**config.mk**
```make
export PLATFORM = sky130hd
export DESIGN_NAME = pa_vec_stage
export DESIGN_NICKNAME = d
export VERILOG_FILES = /design/src/rtl/pa_pkg.sv /design/src/rtl/pa_vec_stage.sv
export VERILOG_INCLUDE_DIRS = /design/src /design/src/rtl
export SDC_FILE = /design/constraint.sdc
export NUM_CORES = 1
export LEC_CHECK = 0
export BUFFER_PORTS_ARGS = -buffer_cell sky130_fd_sc_hd__clkbuf_2
export CORE_ASPECT_RATIO = 0.6
export CORE_MARGIN = 4
export CORE_UTILIZATION = 25
export CTS_CLUSTER_SIZE = 12
export DETAILED_ROUTE_END_ITERATION = 7
export HOLD_SLACK_MARGIN = 0.03
export PLACE_DENSITY = 0.49
export REMOVE_ABC_BUFFERS = 1
export SYNTH_ARGS = -nofsm -noshare
export SYNTH_HDL_FRONTEND = slang
export SYNTH_SLANG_ARGS = --single-unit
```
**constraint.sdc**
```tcl
create_clock -name i_clk -period 7.9 [get_ports i_clk]
set_input_delay 0.79 -clock i_clk [delete_from_list [all_inputs] [get_ports i_clk]]
set_output_delay 0.79 -clock i_clk [all_outputs]
set_load 0.02 [all_outputs]
```
**src/rtl/parallactic_angle_unit_macros.svh**
```systemverilog
// assertion macros shared by the rtl
`ifndef PARALLACTIC_ANGLE_UNIT_MACROS_SVH
`define PARALLACTIC_ANGLE_UNIT_MACROS_SVH

// same-cycle implication, checked out of reset
`define PA_ASSERT_IMP(lbl, clk, rstn, ante, cons, msg) \
    lbl: assert property (@(posedge clk) disable iff (!rstn) (ante) |-> (cons)) \
        else $error(msg);

// next-cycle implication, checked out of reset
`define PA_ASSERT_NXT(lbl, clk, rstn, ante, cons, msg) \
    lbl: assert property (@(posedge clk) disable iff (!rstn) (ante) |=> (cons)) \
        else $error(msg);

`endif

```
**src/rtl/pa_pkg.sv**
```systemverilog
`timescale 1ns / 1ps
package pa_pkg;

    localparam int RW        = 34;   // rotation lane width, q2.30 plus headroom
    localparam int VW        = 52;   // vectoring lane width
    localparam int TABLE_LEN = 40;
    localparam logic signed [RW-1:0] INV_GAIN = 34'sd652032874;
    localparam logic [31:0] HALF_TURN = 32'h8000_0000;

    typedef logic signed [RW-1:0] t_rw;
    typedef logic signed [VW-1:0] t_vw;

    typedef struct packed {
        t_rw x;
        t_rw y;
        t_rw z;
    } t_lane;

    typedef struct packed {
        t_lane      lat;
        t_lane      first;
        t_lane      second;
        logic [1:0] q_lat;
        logic [1:0] q_first;
        logic [1:0] q_second;
        logic       mode;
    } t_rot;

    typedef struct packed {
        t_vw         x;
        t_vw         y;
        logic [31:0] z;
        logic        zero;
    } t_vec;

    typedef struct packed {
        t_rw c;
        t_rw s;
    } t_cs;

    // arctangent of 2^-s in turn units
    function automatic logic [31:0] atan_turn(input int s);
        logic [31:0] r;
        case (s)
            0:  r = 32'd536870912;
            1:  r = 32'd316933406;
            2:  r = 32'd167458907;
            3:  r = 32'd85004756;
            4:  r = 32'd42667331;
            5:  r = 32'd21354465;
            6:  r = 32'd10679838;
            7:  r = 32'd5340245;
            8:  r = 32'd2670163;
            9:  r = 32'd1335087;
            10: r = 32'd667544;
            11: r = 32'd333772;
            12: r = 32'd166886;
            13: r = 32'd83443;
            14: r = 32'd41722;
            15: r = 32'd20861;
            16: r = 32'd10430;
            17: r = 32'd5215;
            18: r = 32'd2608;
            19: r = 32'd1304;
            20: r = 32'd652;
            21: r = 32'd326;
            22: r = 32'd163;
            23: r = 32'd81;
            24: r = 32'd41;
            25: r = 32'd20;
            26: r = 32'd10;
            27: r = 32'd5;
            28: r = 32'd3;
            29: r = 32'd1;
            30: r = 32'd1;
            default: r = 32'd0;
        endcase
        return r;
    endfunction

    // one rotation micro-step towards z = 0
    function automatic t_lane rot_lane(input t_lane l, input int s);
        t_lane r;
        t_rw   a;
        a = t_rw'({2'b00, atan_turn(s)});
        if (!l.z[RW-1]) begin
            r.x = l.x - (l.y >>> s);
            r.y = l.y + (l.x >>> s);
            r.z = l.z - a;
        end else begin
            r.x = l.x + (l.y >>> s);
            r.y = l.y - (l.x >>> s);
            r.z = l.z + a;
        end
        return r;
    endfunction

    // quadrant restore of a rotated vector
    function automatic t_cs quad_fix(input t_lane l, input logic [1:0] q);
        t_cs r;
        case (q)
            2'd0:    begin r.c = l.x;  r.s = l.y;  end
            2'd1:    begin r.c = -l.y; r.s = l.x;  end
            2'd2:    begin r.c = -l.x; r.s = -l.y; end
            default: begin r.c = l.y;  r.s = -l.x; end
        endcase
        return r;
    endfunction

    // q2.30 product with floor
    function automatic t_rw qmul(input t_rw a, input t_rw b);
        logic signed [2*RW-1:0] p;
        p = a * b;
        return p[30 +: RW];
    endfunction

endpackage

```
**src/rtl/pa_vec_stage.sv**
```systemverilog
`timescale 1ns / 1ps
`include "parallactic_angle_unit_macros.svh"
module pa_vec_stage import pa_pkg::*; #(
    parameter int STEP = 0
) (
    input  logic i_clk,
    input  logic i_rst_n,
    input  logic i_en,
    input  logic i_valid,
    input  t_vec i_data,
    output logic o_valid,
    output t_vec o_data
);

    logic r_valid;
    t_vec r_data;
    t_vec n_data;
    logic [31:0] w_a;

    always_comb begin
        w_a    = atan_turn(STEP);
        n_data = i_data;
        // positive y turns clockwise
        if (!i_data.y[VW-1] && (i_data.y != '0)) begin
            n_data.x = i_data.x + (i_data.y >>> STEP);
            n_data.y = i_data.y - (i_data.x >>> STEP);
            n_data.z = i_data.z + w_a;
        end else begin
            n_data.x = i_data.x - (i_data.y >>> STEP);
            n_data.y = i_data.y + (i_data.x >>> STEP);
            n_data.z = i_data.z - w_a;
        end
    end

    always_ff @(posedge i_clk) begin
        if (!i_rst_n) begin
            r_valid <= 1'b0;
        end else if (i_en) begin
            r_valid <= i_valid;
        end
    end

    always_ff @(posedge i_clk) begin
        if (i_en) begin
            r_data <= n_data;
        end
    end

    assign o_valid = r_valid;
    assign o_data  = r_data;

    // x is folded into the right half-plane and only grows from there
    `PA_ASSERT_IMP(a_x_nonneg, i_clk, i_rst_n, r_valid, !r_data.x[VW-1], "vectoring x negative")

endmodule

```
==> impl_metrics.env, run 1 <==
export IMPL_die_h_um=190
export IMPL_num_rows=66
export IMPL_grt_pass1_vias=13100
export IMPL_fillers=5848
export IMPL_arrival_ns=5.56
export IMPL_cts_resized=0
export IMPL_reg2reg_depth=2
export IMPL_synth_top_area_frac=0.296
export IMPL_hold_depth=1
export IMPL_status="complete, no violations"
export IMPL_grt_ovfl_total=0
export IMPL_port_buffers=278
export IMPL_vias=14100
export IMPL_synth_area_leaders="edfxtp_1 (30%), ha_1 (14%), a21oi_1 (7.8%), xnor2_1 (6.0%), o21ai_0 (4.4%)"
export IMPL_min_period_ns=5.37
export IMPL_grt_max_degree=88
export IMPL_hp_class="in -> reg"
export IMPL_timing_final_crit_share=0.680
export IMPL_fin_nets=2158
export IMPL_max_stage_delay_ns=1.16
export IMPL_whs_endpoint="o_data[20]$_DFFE_PP_"
export IMPL_avgSynthCellArea_sq_um=8.45
export IMPL_drive_above_1_share=0.187
export IMPL_hpwl_mm=52.1
export IMPL_grt_pass1_wl_mm=91.7
export IMPL_r2r_end="o_valid$_SDFFE_PN0P_"
export IMPL_drt_initial_drc_count=1644
export IMPL_end_kind="flip-flop"
export IMPL_multi_input_area_sq_um=8760
export IMPL_finalSetupViolCount=0
export IMPL_initial_core_util=0.254
export IMPL_final_antenna_net_count=0
export IMPL_numCtsBuffers=17
export IMPL_seqCellArea_sq_um=4100
export IMPL_die_area_sq_um=59100
export IMPL_finalClockSkew_ns=0
export IMPL_maxCapViolCount=0
export IMPL_tritoncts="built"
export IMPL_crit_path_max_fanout=55
export IMPL_syn_to_final_growth_pct=19.2
export IMPL_insertion_delay_ns=0.47
export IMPL_ys_warn_count=0
export IMPL_worst_slew_pin_slew_ns=1.38
export IMPL_synth_cells=1632
export IMPL_fmax_ghz=0.186
export IMPL_finalMaxSlewViolations=0
export IMPL_powerDensity_nw_per_um2=192
export IMPL_hold_viol_final=0
export IMPL_clockBufferDepth=2
export IMPL_fin_total_pwr_mw=3.15
export IMPL_ff2ff_setup_slack_ns=7.30
export IMPL_grt_usage=0.210
export IMPL_timing_rr_start="o_valid$_SDFFE_PN0P_"
export IMPL_core_area_sq_um=54300
export IMPL_ys_types=87
export IMPL_ios=279
export IMPL_rsz0062_at_grt="false"
export IMPL_first_pass_iters=6
export IMPL_drc=0
export IMPL_synth_top_flop_cell="edfxtp_1"
export IMPL_start_kind="input pin"
export IMPL_clkTransAtPathRegs_ns=0.08
export IMPL_relSlewSlack=0.0727
export IMPL_root_buffer="clkbuf_16"
export IMPL_ys_seq_elements=137
export IMPL_wl_per_cell_um=24.8
export IMPL_synth_edf_count=136
export IMPL_ir_drop_mv=0.151
export IMPL_cpMostUsedCell="nor4_1"
export IMPL_antenna_found_initial=8
export IMPL_slowest_stage="nor4_1"
export IMPL_place_gp_congestion=0.961
export IMPL_path_cells="clkbuf_2, nor4_1, nand4_1, nor4_1, or2_2, clkinv_2, buf_4, nand2_1, o21ai_0, xnor2_1"
export IMPL_async_reset_ff_frac=0
export IMPL_hold_buffers=0
export IMPL_setup_tns_ns=0
export IMPL_syn_cell_area_sq_um=13800
export IMPL_clock_sinks=137
export IMPL_cp_required_ns=8.09
export IMPL_wl_mm=64.2
export IMPL_cp_startpoint="i_data[70]"
export IMPL_post_route_util=0.302
export IMPL_hp_start="i_data[20]"
export IMPL_critPathKind="in -> reg"
export IMPL_power_leakage_nw=7.08
export IMPL_layout_common_cells="clkbuf_2 (277), a21oi_1 (216), inv_1 (154)"
export IMPL_chipWidth_um=311
export IMPL_via_per_inst=5.44
export IMPL_ys_seq_area_frac=0.298
export IMPL_yosys_area_top_type="edfxtp_1"
export IMPL_layout_commonest_cell="clkbuf_2"
export IMPL_htree_levels=4
export IMPL_postCtsSetupBuffers=0
cell usage after synthesis (10+ instances only):
cell / count
a21oi_1: 216
inv_1: 154
ha_1: 153
edfxtp_1: 136
o21ai_0: 120
nor2_1: 117
xnor2_1: 95
nand2_1: 94
clkbuf_1: 52
o21bai_1: 40
a21o_1: 37
nor3_1: 32
nor4_1: 31
nand3_1: 30
nand4_1: 28
mux2i_1: 24
nor2b_1: 18
o211ai_1: 17
o31ai_1: 14
a211oi_1: 12
buf_2: 11
a211o_1: 10
state kept, by name, indices dropped and copies added, names as in the netlist:
name / count
o_valid: 1
o_data: 136
worst max-delay path by stage:
stage                     slack (ns)                    end
after floorplan                 1.77   o_data[32]$_DFFE_PP_
final                           2.53   o_data[56]$_DFFE_PP_
after global placement          2.23  o_data[110]$_DFFE_PP_
after CTS                       2.70   o_data[59]$_DFFE_PP_
after detailed placement        2.22   o_data[59]$_DFFE_PP_
after global routing            2.31  o_data[108]$_DFFE_PP_
kinds of logic after synthesis:
| family | Yosys count | share of synthesized area |
|---|---|---|
| multiplexers | 24 | 0.0174 |
| adder cells (fa/ha/maj) | 157 | 0.145 |
| buffers and inverters | 236 | 0.0664 |
| AND/OR/NAND/NOR | 400 | 0.141 |
| XOR/XNOR | 101 | 0.0642 |
| flip-flops | 137 | 0.298 |
| AO/OA/AOI/OAI | 577 | 0.268 |
final cells by class:
class                      count  area share
clock inverter                15      0.0116
inverter                     161      0.0369
multi-input combinational   1259       0.533
sequential                   137       0.250
timing repair buffer         284      0.0878
antenna                        2    0.000305
clock buffer                  17      0.0259
tap                          714      0.0544
worst max-delay path, delay by kind of cell:
kind	cells	cell delay [ns]
buf+inv	3	1.48
simple gates	5	2.58
xor+xnor	1	0.56
compound gates	1	0.11
stage by stage:
step | instance area [sq um] | hold slack, ns | cells | setup slack (ns)
after detailed placement | 15800 | 0.517 | 2555 | 2.22
after global routing | 16400 | 0.464 | 2588 | 2.31
final | 16400 | 0.484 | 2589 | 2.53
after CTS | 16400 | 0.457 | 2587 | 2.70
after global placement | 15800 | 0.502 | 2555 | 2.23
after floorplan | 13500 | 0.589 | 1557 | 1.77
power by group:
group	total, mW	internal [mW]	switching (mW)
clock	0.903	0.504	0.398
combinational	1.25	0.389	0.865
sequential	0.991	0.947	0.0431
layer usage:
metal / vias up / GRT usage / wire (um)
met1: 6906 / 0.324 / 31900
met3: 56 / 0.0833 / 7680
li1: 6397 / - / -
met5: - / 0 / 86
met4: 14 / 0.0344 / 691
met2: 720 / 0.271 / 23900
Power figures use the tool's default switching activity.
==> run 2, diff against run 1 <==
--- a/config.mk
+++ b/config.mk
@@ -13,7 +13,7 @@
 export CTS_CLUSTER_SIZE = 12
 export DETAILED_ROUTE_END_ITERATION = 7
 export HOLD_SLACK_MARGIN = 0.03
-export PLACE_DENSITY = 0.49
+export PLACE_DENSITY = 0.5
 export REMOVE_ABC_BUFFERS = 1
 export SYNTH_ARGS = -nofsm -noshare
 export SYNTH_HDL_FRONTEND = slang
==> constraint.sdc (replaced) <==
create_clock -name i_clk -period 4.5 [get_ports i_clk]
set_input_delay 0.45 -clock i_clk [delete_from_list [all_inputs] [get_ports i_clk]]
set_output_delay 0.45 -clock i_clk [all_outputs]
set_load 0.02 [all_outputs]
==> run 2 against run 1 <==
  * Register-to-register slack worse by 3.4 ns
  * Highest routed layer unchanged
  * Hold slack got worse by 0.32 ns
  * Combinational power increased by 86%
  * Critical path type unchanged
  * Critical path depth increased by 3
==> impl_metrics.env, run 2 (synthesis results as in run 1) <==
export IMPL_critPathKind="in -> reg"
export IMPL_min_period_ns=3.93
export IMPL_multi_input_area_sq_um=8770
export IMPL_cpMostUsedCell="o21ai_0"
export IMPL_clockBufferDepth=2
export IMPL_layout_commonest_cell="clkbuf_2"
export IMPL_fin_nets=2223
export IMPL_num_rows=66
export IMPL_hold_buffers=0
export IMPL_worst_slew_pin_slew_ns=1.12
export IMPL_critPathCapture="o_data[134]$_DFFE_PP_"
export IMPL_timing_final_crit_share=0.873
export IMPL_chipWidth_um=311
export IMPL_finalMaxSlewViolations=0
export IMPL_post_place_cells=2620
export IMPL_hpwl_mm=53.4
export IMPL_port_buffers=278
export IMPL_grt_max_degree=91
export IMPL_grt_pass1_vias=13400
export IMPL_tritoncts="built"
export IMPL_status="complete, no violations"
export IMPL_place_gp_congestion=1.02
export IMPL_first_pass_iters=5
export IMPL_postCtsSetupBuffers=0
export IMPL_die_area_sq_um=59100
export IMPL_relSlewSlack=0.247
export IMPL_largest_reg_flops=136
export IMPL_root_buffer="clkbuf_16"
export IMPL_syn_to_final_growth_pct=22.8
export IMPL_drt_initial_drc_count=1622
export IMPL_slowest_stage="a221oi_1"
export IMPL_clock_sinks=137
export IMPL_maxCapViolCount=0
export IMPL_ios=279
export IMPL_via_per_inst=5.36
export IMPL_powerDensity_nw_per_um2=327
export IMPL_post_route_util=0.312
export IMPL_antenna_found_initial=9
export IMPL_hold_viol_final=0
export IMPL_wl_per_cell_um=24.3
export IMPL_fillers=5840
export IMPL_path_cells="clkbuf_2, inv_1, ha_1, and3_1, o21ai_0, nand2_1, a31oi_1, o31ai_1, a221oi_1, o21ai_0, a311oi_1, a21oi_1, xor2_1"
export IMPL_core_area_sq_um=54300
export IMPL_layout_common_cells="clkbuf_2 (277), a21oi_1 (216), inv_1 (154)"
export IMPL_wl_mm=64.5
export IMPL_vias=14200
export IMPL_drive_above_1_share=0.215
export IMPL_reg2reg_depth=2
export IMPL_seqCellArea_sq_um=4100
export IMPL_cts_resized=0
export IMPL_start_kind="input pin"
export IMPL_timing_rr_start="o_valid$_SDFFE_PN0P_"
export IMPL_cp_required_ns=4.70
export IMPL_ff2ff_setup_slack_ns=3.91
export IMPL_rsz0062_at_grt="false"
export IMPL_cp_startpoint="i_data[35]"
export IMPL_htree_levels=4
export IMPL_drc=0
export IMPL_initial_core_util=0.254
export IMPL_numCtsBuffers=17
export IMPL_die_h_um=190
export IMPL_insertion_delay_ns=0.46
export IMPL_arrival_ns=4.13
export IMPL_max_stage_delay_ns=0.59
export IMPL_final_antenna_net_count=0
export IMPL_power_leakage_nw=7.39
export IMPL_grt_ovfl_total=0
export IMPL_grt_usage=0.212
export IMPL_fmax_ghz=0.255
export IMPL_hp_class="in -> reg"
export IMPL_r2r_end="o_valid$_SDFFE_PN0P_"
export IMPL_finalNonFillerCells=2655
export IMPL_clkTransAtPathRegs_ns=0.07
export IMPL_setup_tns_ns=0
export IMPL_crit_path_max_fanout=11
export IMPL_grt_pass1_wl_mm=92.3
export IMPL_end_kind="flip-flop"
export IMPL_ir_drop_mv=0.203
export IMPL_finalClockSkew_ns=0
export IMPL_finalSetupViolCount=0
-- run 2: through the flow --
| step | hold WS (ns) | power, mW | area, sq um | worst slack, ns |
|---|---|---|---|---|
| after floorplan | 0.549 | 3.04 | 13500 | -1.29 |
| after detailed placement | 0.512 | 4.03 | 16300 | 0.174 |
| after global routing | 0.129 | 5.80 | 16900 | 0.303 |
| after global placement | 0.496 | 4.04 | 16300 | 0.310 |
| final | 0.160 | 5.53 | 16900 | 0.573 |
| after CTS | 0.129 | 5.53 | 16900 | 0.684 |
-- run 2: worst min path at each step --
stage	startpoint	end	slack, ns	depth (start not counted)
after floorplan	i_data[0]	o_data[0]$_DFFE_PP_	0.55	0
after CTS	i_data[24]	o_data[24]$_DFFE_PP_	0.13	1
after global routing	i_data[24]	o_data[24]$_DFFE_PP_	0.13	1
after detailed placement	o_valid$_SDFFE_PN0P_	o_valid$_SDFFE_PN0P_	0.51	2
final	i_data[24]	o_data[24]$_DFFE_PP_	0.16	1
after global placement	o_valid$_SDFFE_PN0P_	o_valid$_SDFFE_PN0P_	0.50	2
-- run 2: worst max-delay path: cells and delay by family --
family / cells / cell delay, ns
AND/OR/NAND/NOR: 2 / 0.46
AO/OA/AOI/OAI: 7 / 2.40
buffers and inverters: 2 / 0.18
XOR/XNOR: 1 / 0.17
adder cells (fa/ha/maj): 1 / 0.47
-- run 2: area by class of cell --
class                           instances  area share
Clock inverter                         15     0.00902
Multi-Input combinational cell       1259       0.518
Inverter                              161      0.0358
Timing Repair Buffer                  349       0.116
Clock buffer                           17      0.0251
Antenna cell                            3    0.000443
Sequential cell                       137       0.242
Tap cell                              714      0.0528
-- run 2: routing by layer --
metal  share of wire  GRT usage  routed length, um
met1            0.48      0.321              31100
met2            0.36      0.266              23200
met5          0.0011          0                 68
met3            0.14      0.102               9030
met4           0.016     0.0373               1010
-- run 2: where the power goes --
group / internal, mW / switching, mW
Combinational: 0.769 / 1.55
Clock: 0.783 / 0.692
Sequential: 1.66 / 0.0734
Total: 3.22 / 2.32
